**config.mk**
```make
export PLATFORM = sky130hd
export DESIGN_NAME = sorted_timer_queue_top
export DESIGN_NICKNAME = d
export VERILOG_FILES = /design/src/rtl/core/stq_pkg.sv /design/src/rtl/core/sorted_timer_queue_top.sv
export VERILOG_INCLUDE_DIRS = /design/src /design/src/rtl/core
export SDC_FILE = /design/constraint.sdc
export NUM_CORES = 2
export LEC_CHECK = 0
export ABC_CLOCK_PERIOD_IN_PS = 11580
export BUFFER_PORTS_ARGS = -buffer_cell sky130_fd_sc_hd__buf_2
export CAP_MARGIN = 20
export CORE_MARGIN = 1
export CORE_UTILIZATION = 35
export CTS_BUF_LIST = sky130_fd_sc_hd__clkbuf_4 sky130_fd_sc_hd__clkbuf_8
export DETAILED_ROUTE_END_ITERATION = 6
export GPL_TIMING_DRIVEN = 0
export SETUP_SLACK_MARGIN = 0.2
export SYNTH_ARGS = -nofsm -noshare
export SYNTH_HDL_FRONTEND = slang
export SYNTH_SLANG_ARGS = --single-unit
```
**constraint.sdc**
```tcl
create_clock -name clk_i -period 11.58 [get_ports clk_i]
set_input_delay 2.895 -clock clk_i [delete_from_list [all_inputs] [get_ports clk_i]]
set_output_delay 2.895 -clock clk_i [all_outputs]
set_load 0.01 [all_outputs]
```
**src/rtl/core/sorted_timer_queue_top_assert.svh**
```systemverilog
// assertion macros for the sorted timer queue
`ifndef SORTED_TIMER_QUEUE_TOP_ASSERT_SVH
`define SORTED_TIMER_QUEUE_TOP_ASSERT_SVH
`ifndef ASSERT_OFF
`define STQ_ASSERT(label, clk, rst_n, prop, msg) \
  label: assert property (@(posedge clk) disable iff (!rst_n) (prop)) else $error(msg);
`define STQ_ASSERT_NEXT(label, clk, rst_n, pre, post, msg) \
  label: assert property (@(posedge clk) disable iff (!rst_n) (pre) |=> (post)) else $error(msg);
`else
`define STQ_ASSERT(label, clk, rst_n, prop, msg)
`define STQ_ASSERT_NEXT(label, clk, rst_n, pre, post, msg)
`endif
`endif

```
**src/rtl/core/stq_pkg.sv**
```systemverilog
// shared types and codes for the sorted timer queue
`timescale 1ns / 1ps
package stq_pkg;
  typedef enum logic [2:0] {
    REQ_CREATE  = 3'd0,
    REQ_SET_IVL = 3'd1,
    REQ_RESTART = 3'd2,
    REQ_EXPIRE  = 3'd3,
    REQ_DELETE  = 3'd4,
    REQ_TICK    = 3'd5
  } req_e;
  localparam int unsigned ReqW = 3;
  localparam int unsigned MaxReports = 8;
  localparam int unsigned NumTimers = 8;
endpackage

```
**src/rtl/core/sorted_timer_queue_top.sv**
```systemverilog
// sorted timer queue with a single shared compare unit under a sequencer
//
// channel  dir  fields
// s_axis   in   tdata: req_type, slot_id, interval_ticks, periodic_mode
// m_axis   out  tdata: expired_slot, rearmed; tlast: last_event
//
// a command is taken in idle, then runs a remove walk, an apply step and an insert walk;
// create of a free slot skips the remove walk, delete skips the insert walk, expire only sets a flag
// a tick checks one queue entry per cycle while the walk is not stalled; each periodic rearm adds the same walks
// a due report waits in a holding register, the walk stalls while one waits and m_axis is busy
// reset clears time, queue count and slot flags; s_axis_tready is low while
// a command is in work or a report waits on m_axis
`timescale 1ns / 1ps
`include "sorted_timer_queue_top_assert.svh"
module sorted_timer_queue_top import stq_pkg::*; #(
  parameter int unsigned TIME_BITS = 48,
  parameter int unsigned INTERVAL_BITS = 16
) (
  input  logic        clk_i,
  input  logic        rst_ni,
  input  logic        s_axis_tvalid,
  output logic        s_axis_tready,
  // req_type[2:0], slot_id[5:3], interval_ticks[21:6], periodic_mode[22]
  input  logic [23:0] s_axis_tdata,
  output logic        m_axis_tvalid,
  input  logic        m_axis_tready,
  // expired_slot[2:0], rearmed[3]
  output logic [7:0]  m_axis_tdata,
  output logic        m_axis_tlast
);
  localparam int unsigned IdxW = (NumTimers > 1) ? $clog2(NumTimers) : 1;
  localparam int unsigned CntW = $clog2(NumTimers + 1);
  localparam int unsigned RepW = $clog2(MaxReports + 1);
  localparam logic [TIME_BITS-1:0] TimeMax = '1;

  typedef enum logic [3:0] {
    ST_IDLE, ST_REM, ST_REM_SHIFT, ST_APPLY, ST_INS_FIND, ST_INS_SHIFT,
    ST_TICK_CHK, ST_OUT
  } state_e;

  state_e                 state_q;
  logic [TIME_BITS-1:0]   now_q;
  logic [IdxW-1:0]        order_q [NumTimers];
  logic [IdxW-1:0]        snap_q [NumTimers];
  logic [CntW-1:0]        count_q, snap_n_q;
  logic [NumTimers-1:0]   valid_q, per_q, exp_q;
  logic [TIME_BITS-1:0]   start_q [NumTimers];
  logic [INTERVAL_BITS-1:0] ivl_q [NumTimers];
  logic [ReqW-1:0]        req_q;
  logic [IdxW-1:0]        slot_q;
  logic [INTERVAL_BITS-1:0] ivl_in_q;
  logic                   per_in_q;
  logic [CntW-1:0]        pos_q;
  logic [CntW-1:0]        ins_q;
  logic [CntW-1:0]        walk_q;
  logic [RepW-1:0]        nrep_q;
  logic                   in_tick_q;
  logic [2:0]             out_slot_q;
  logic                   out_re_q, out_last_q, out_v_q;
  logic [2:0]             pend_slot_q;
  logic                   pend_re_q, pend_v_q;

  logic [2:0]  in_req, in_slot;
  logic [15:0] in_ivl;
  logic [INTERVAL_BITS-1:0] ivl_sat;
  assign in_req  = s_axis_tdata[2:0];
  assign in_slot = s_axis_tdata[5:3];
  assign in_ivl  = s_axis_tdata[21:6];
  always_comb begin
    if (INTERVAL_BITS >= 16) ivl_sat = INTERVAL_BITS'(in_ivl);
    else if ((in_ivl >> (INTERVAL_BITS % 16)) != 16'd0) ivl_sat = '1;
    else ivl_sat = INTERVAL_BITS'(in_ivl);
  end

  // shared compare unit: deadline(slot_q) <= deadline(order at pos_q)
  logic [IdxW-1:0] cmp_b;
  logic [TIME_BITS:0] dl_a, dl_b;
  logic cmp_le;
  assign cmp_b = order_q[pos_q[IdxW-1:0]];
  assign dl_a = {1'b0, start_q[slot_q]} + (TIME_BITS+1)'(ivl_q[slot_q]);
  assign dl_b = {1'b0, start_q[cmp_b]} + (TIME_BITS+1)'(ivl_q[cmp_b]);
  assign cmp_le = dl_a <= dl_b;

  // tick due check on the walked entry
  logic [IdxW-1:0] tk;
  logic [TIME_BITS-1:0] elapsed;
  assign tk = snap_q[walk_q[IdxW-1:0]];
  assign elapsed = now_q - start_q[tk];

  assign s_axis_tready = (state_q == ST_IDLE) && !out_v_q;
  assign m_axis_tvalid = out_v_q;
  assign m_axis_tdata  = {4'd0, out_re_q, out_slot_q};
  assign m_axis_tlast  = out_last_q;

  always_ff @(posedge clk_i or negedge rst_ni) begin
    if (!rst_ni) begin
      state_q <= ST_IDLE;
      now_q <= '0;
      count_q <= '0;
      valid_q <= '0;
      per_q <= '0;
      exp_q <= '0;
      out_v_q <= 1'b0;
      pend_v_q <= 1'b0;
      in_tick_q <= 1'b0;
    end else begin
      if (out_v_q && m_axis_tready) out_v_q <= 1'b0;
      case (state_q)
        ST_IDLE: begin
          if (s_axis_tvalid && s_axis_tready) begin
            req_q <= in_req;
            slot_q <= IdxW'(in_slot);
            ivl_in_q <= ivl_sat;
            per_in_q <= s_axis_tdata[22];
            pos_q <= '0;
            in_tick_q <= 1'b0;
            if (in_req == REQ_TICK) begin
              if (now_q != TimeMax) now_q <= now_q + 1'b1;
              snap_q <= order_q;
              snap_n_q <= count_q;
              walk_q <= '0;
              nrep_q <= '0;
              state_q <= ST_TICK_CHK;
            end else if (in_req <= REQ_DELETE && 32'(in_slot) < NumTimers) begin
              if (in_req == REQ_CREATE || valid_q[IdxW'(in_slot)]) begin
                if (in_req == REQ_EXPIRE) exp_q[IdxW'(in_slot)] <= 1'b1;
                else if (in_req == REQ_CREATE && !valid_q[IdxW'(in_slot)])
                  state_q <= ST_APPLY;
                else state_q <= ST_REM;
              end
            end
          end
        end
        ST_REM: begin
          if (pos_q >= count_q) state_q <= ST_APPLY;
          else if (cmp_b == slot_q) state_q <= ST_REM_SHIFT;
          else pos_q <= pos_q + 1'b1;
        end
        ST_REM_SHIFT: begin
          if (pos_q + 1'b1 < count_q) begin
            order_q[pos_q[IdxW-1:0]] <= order_q[IdxW'(pos_q + 1'b1)];
            pos_q <= pos_q + 1'b1;
          end else begin
            count_q <= count_q - 1'b1;
            state_q <= ST_APPLY;
          end
        end
        ST_APPLY: begin
          pos_q <= '0;
          state_q <= (req_q == REQ_DELETE) ? ST_IDLE : ST_INS_FIND;
          case (req_q)
            REQ_CREATE: begin
              valid_q[slot_q] <= 1'b1;
              per_q[slot_q] <= per_in_q;
              exp_q[slot_q] <= 1'b0;
              start_q[slot_q] <= now_q;
              ivl_q[slot_q] <= ivl_in_q;
            end
            REQ_SET_IVL: ivl_q[slot_q] <= ivl_in_q;
            REQ_RESTART, REQ_TICK: begin
              exp_q[slot_q] <= 1'b0;
              start_q[slot_q] <= now_q;
            end
            default: begin
              valid_q[slot_q] <= 1'b0;
              per_q[slot_q] <= 1'b0;
              exp_q[slot_q] <= 1'b0;
            end
          endcase
        end
        ST_INS_FIND: begin
          if (32'(count_q) >= NumTimers) begin
            state_q <= in_tick_q ? ST_TICK_CHK : ST_IDLE;
          end else if (pos_q >= count_q || cmp_le) begin
            ins_q <= pos_q;
            state_q <= ST_INS_SHIFT;
            pos_q <= count_q;
          end else pos_q <= pos_q + 1'b1;
        end
        ST_INS_SHIFT: begin
          // shift entries up from the tail until the insert position
          if (pos_q == ins_q) begin
            order_q[pos_q[IdxW-1:0]] <= slot_q;
            count_q <= count_q + 1'b1;
            state_q <= in_tick_q ? ST_TICK_CHK : ST_IDLE;
          end else begin
            order_q[pos_q[IdxW-1:0]] <= order_q[IdxW'(pos_q - 1'b1)];
            pos_q <= pos_q - 1'b1;
          end
        end
        ST_TICK_CHK: begin
          if (walk_q >= snap_n_q || 32'(nrep_q) >= MaxReports) begin
            if (!pend_v_q) begin
              state_q <= ST_IDLE;
            end else if (!out_v_q) begin
              out_v_q <= 1'b1;
              out_slot_q <= pend_slot_q;
              out_re_q <= pend_re_q;
              out_last_q <= 1'b1;
              pend_v_q <= 1'b0;
              state_q <= ST_OUT;
            end
          end else if (!valid_q[tk] || exp_q[tk]) begin
            walk_q <= walk_q + 1'b1;
          end else if (elapsed < TIME_BITS'(ivl_q[tk])) begin
            walk_q <= snap_n_q;
          end else if (!(pend_v_q && out_v_q)) begin
            // held report goes out now that another follows
            if (pend_v_q) begin
              out_v_q <= 1'b1;
              out_slot_q <= pend_slot_q;
              out_re_q <= pend_re_q;
              out_last_q <= 1'b0;
            end
            pend_v_q <= 1'b1;
            pend_slot_q <= 3'(tk);
            pend_re_q <= per_q[tk];
            exp_q[tk] <= 1'b1;
            nrep_q <= nrep_q + 1'b1;
            walk_q <= walk_q + 1'b1;
            if (per_q[tk]) begin
              slot_q <= tk;
              req_q <= REQ_TICK;
              in_tick_q <= 1'b1;
              pos_q <= '0;
              state_q <= ST_REM;
            end
          end
        end
        ST_OUT: begin
          if (!out_v_q) state_q <= ST_IDLE;
        end
        default: state_q <= ST_IDLE;
      endcase
    end
  end

  `STQ_ASSERT(a_cnt_range, clk_i, rst_ni, 32'(count_q) <= NumTimers,
              "queue count above capacity")
  `STQ_ASSERT(a_no_accept_busy, clk_i, rst_ni,
              !(s_axis_tready && state_q != ST_IDLE), "ready while busy")
  `STQ_ASSERT_NEXT(a_time_mono, clk_i, rst_ni, 1'b1, now_q >= $past(now_q),
                   "time counter went back")
endmodule
```
==> out/results.tsv <==
metric	value	unit
status	complete, but fails checks	
failing checks	design-rule violations	
growth of design area from synthesis to finish	13.6	%
floorplan die area	0.130	mm²
Yosys cell types	92	
antenna violation net count after detailed routing	0	
most used standard cell by instance count after synthesis	sky130_fd_sc_hd__nand2_1	
dominant delay contributor by cell family on the critical path	simple AND/OR/NAND/NOR gates	
Max Clock Skew	66.0	ps
ratio of cells with drive above 1 in the final layout	14.5	%
Place WS	-2470	ps
synth top area cells	sky130_fd_sc_hd__edfxtp_1 (41%), sky130_fd_sc_hd__nand2_1 (9.2%), sky130_fd_sc_hd__mux4_2 (7.1%), sky130_fd_sc_hd__nand3_1 (4.6%), sky130_fd_sc_hd__dfrtp_1 (4.6%)	
Syn Inst Count	4494	
number of synthesized flops with an enable pin	612	
detail-routed via count per cell	6.10	
terminus of the critical flop-to-flop path	pos_q[1]	
Initial Util	35.5	%
CTS clock-pin slew for the worst setup and hold paths	60	ps
count of final hold-check violations	0	
final slew viol count	0	
P_leak	19.4	nW
post-placement cell count	6220	
MaxCap Viol Count	0	
number of DRC violations after detailed-routing iteration 0	5423	
longest individual stage delay on the worst path	620	ps
TritonCTS clock tree	done	
total clock sinks	697	
total number of yosys warnings	0	
core area	0.126	mm²
critical path start-end classification	flip-flop to flip-flop	
cell with the biggest individual delay on the critical path	sky130_fd_sc_hd__dfxtp_1	
remaining global-route overflow	0	
Horiz. Die Dim	360	µm
worst supply voltage drop on vdd	326	µV
kind of launch point of the worst setup path	flip-flop	
period utilization	96.9	%
critical path arrival	11770	ps
die height	360	µm
cell types with the highest counts after synthesis	sky130_fd_sc_hd__nand2_1 (1096), sky130_fd_sc_hd__edfxtp_1 (612), sky130_fd_sc_hd__nand3_1 (410)	
final layout net count	4890	
core utilization of the finished layout	40.3	%
number of buffers on the longest clock path	3	
I/O Buffers	31	
setup slack on the worst flop-to-flop path	360	ps
cell mode on critical path	sky130_fd_sc_hd__clkbuf_2	
transition at the pin with the smallest max-transition slack	1270	ps
number of cell rows	130	
launch instance of the worst min-delay path	pend_re_q	
pin count of the biggest net entering global routing	62	
number of hold-repair buffers added at the cts stage	0	
placed wire-length estimate	130	mm
total via count in the routed design	39400	
post-layout minimum cycle time	11220	ps
top_reg_cell synth	sky130_fd_sc_hd__edfxtp_1	
Clk Latency, worst-skew pair	870	ps
Mapped Area	0.0448	mm²
wire length of the first global-routing pass	254	mm
Setup Viol. Count Final	0	
Syn Area/Cell	9.97	µm²
post-detailed-route wirelength per cell	27.4	µm
class of the tightest hold or removal check	flip-flop to flip-flop	
filler cell count	12200	
pwr dens	309	mW/mm²
sum of routed wire length over all layers	177	mm
CP required	12130	ps
top-level I/O count	39	
number of register bits inferred by synthesis	697	
cell depth of the worst hold path	0	
final worst-path setup slack	363	ps
number of standard cells in the layout, taps in and fillers out	6456	
number of antenna violations at the first check in global routing	7	
endpoint with the worst hold slack	out_re_q	
cell accounting for the most synthesized area	sky130_fd_sc_hd__edfxtp_1	
slew margin rel.	15.5	%
drt first pass iters	7	
share of the yosys chip area belonging to registers	45.7	%
CTS H-tree depth	3	
total CTS buffers	119	
RSZ-0062 raised after global routing	false	
clock tree root driver cell	sky130_fd_sc_hd__clkbuf_8	
ys async rst share	11.8	%
crit path capture type	flip-flop	
area share of the largest cell type after synthesis	41.0	%
DRC	4	
overall fraction of global-route tracks in use	26.5	%
weighted congestion reported at the end of routability-driven placement	0.985	
critical path peak fanout	19	
combined buffer and inverter count along the critical path	7	
worst slack on hold paths	419	ps
reg2reg path depth	33	
achievable clock frequency	0.0892	GHz
vias in the first global route	36900	
==> placed cells by master (no fill, tap or decap), types with 30 or more instances in the layout <==
cell type / count
sky130_fd_sc_hd__clkbuf_4: 51
sky130_fd_sc_hd__xor2_1: 66
sky130_fd_sc_hd__a31oi_1: 87
sky130_fd_sc_hd__edfxtp_1: 612
sky130_fd_sc_hd__mux2i_1: 127
sky130_fd_sc_hd__and3_1: 91
sky130_fd_sc_hd__dfrtp_1: 82
sky130_fd_sc_hd__mux2_2: 75
sky130_fd_sc_hd__buf_2: 76
sky130_fd_sc_hd__o21ai_0: 143
sky130_fd_sc_hd__nand2_1: 1096
sky130_fd_sc_hd__or3_1: 30
sky130_fd_sc_hd__nand3_1: 408
sky130_fd_sc_hd__inv_1: 75
sky130_fd_sc_hd__nor3_1: 37
sky130_fd_sc_hd__clkbuf_8: 128
sky130_fd_sc_hd__nand4_1: 53
sky130_fd_sc_hd__xnor2_1: 117
sky130_fd_sc_hd__ha_1: 163
sky130_fd_sc_hd__a21o_1: 49
sky130_fd_sc_hd__a21oi_1: 143
sky130_fd_sc_hd__clkbuf_1: 160
sky130_fd_sc_hd__a311oi_1: 65
sky130_fd_sc_hd__nor2_1: 188
sky130_fd_sc_hd__mux4_2: 141
==> stage by stage <==
stage	setup TNS (ps)	power [mW]	area, µm²
3_5_place_dp	-25690	12.7	48000
4_1_cts	0	15.4	50800
3_3_place_gp	-29840	12.6	47100
6_report	0	15.7	50900
2_1_floorplan	0	9.39	44800
5_1_grt	0	16.5	50900
==> sequential cells by signal, indices dropped and copies added, names as in the netlist, 8 cells and up, named ones only <==
signal / cells
order_q: 24
start_q: 384
exp_q: 8
ivl_in_q: 16
ivl_q: 128
now_q: 48
per_q: 8
snap_q: 24
==> how the worst max path moves through the flow <==
stage	start	to	depth (start not counted)
after floorplan	pos_q[1]	pos_q[2]	41
after global placement	flip-flop	state_q[0]	32
after detailed placement	flip-flop	state_q[2]	32
after CTS	pos_q[2]	pos_q[1]	36
after global routing	pos_q[0]	pos_q[1]	42
final	flip-flop	pos_q[1]	33
==> cell families (layout without fill, tap and decap cells) <==
group | Yosys count | after routing | synth area share, %
simple gates | 2081 | 2081 | 21.0
flops | 697 | 697 | 45.7
compound gates | 646 | 647 | 9.50
buf+inv | 368 | 671 | 3.46
mux | 351 | 351 | 12.0
xor+xnor | 183 | 183 | 3.58
fa+ha+maj | 167 | 167 | 4.73
other cells | 1 | 9 | 0.00837
==> where the power goes <==
group | switching (mW) | internal (mW) | total [mW] | leakage (nW)
registers | 0.124 | 2.86 | 2.99 | 5.99
clock network | 1.11 | 1.40 | 2.51 | 1.39
logic | 6.71 | 3.51 | 10.2 | 12.0
==> layout make-up <==
cell class	count	area, µm²	area share [%]
Clock inverter	54	569	1.12
Sequential cell	697	20500	40.2
Multi-Input combinational cell	3433	23000	45.2
Tap cell	1650	2060	4.05
Inverter	77	289	0.568
Clock buffer	173	2100	4.12
Antenna cell	5	12.5	0.0246
Timing Repair Buffer	80	1050	2.07
Buffer	287	1320	2.59
==> worst reg2reg max path, delay by kind of cell (launching register included) <==
| family | cells | cell delay (ps) |
|---|---|---|
| AOI/OAI and AO/OA | 9 | 2040 |
| and+or+nand+nor | 12 | 3610 |
| DFF | 1 | 620 |
| xor gates and xnor gates | 1 | 160 |
| adders and majority gates | 2 | 660 |
| muxes | 2 | 730 |
| buffers and inverters | 7 | 3090 |
==> routing by layer <==
metal | track usage (%) | wire length [µm] | vias to the layer above
li1 | - | - | 17000
met1 | 34.8 | 69200 | 19200
met2 | 40.5 | 77500 | 2635
met3 | 6.77 | 20400 | 515
met4 | 13.6 | 9600 | 8
met5 | 0 | 53 | -
==> timing repair <==
action	CTS	global route
gates cloned	1	0
resized for setup	56	21
setup endpoints to repair	11	11
buffers inserted	4	2
pin swaps	4	7
Power figures use the tool's default switching activity.
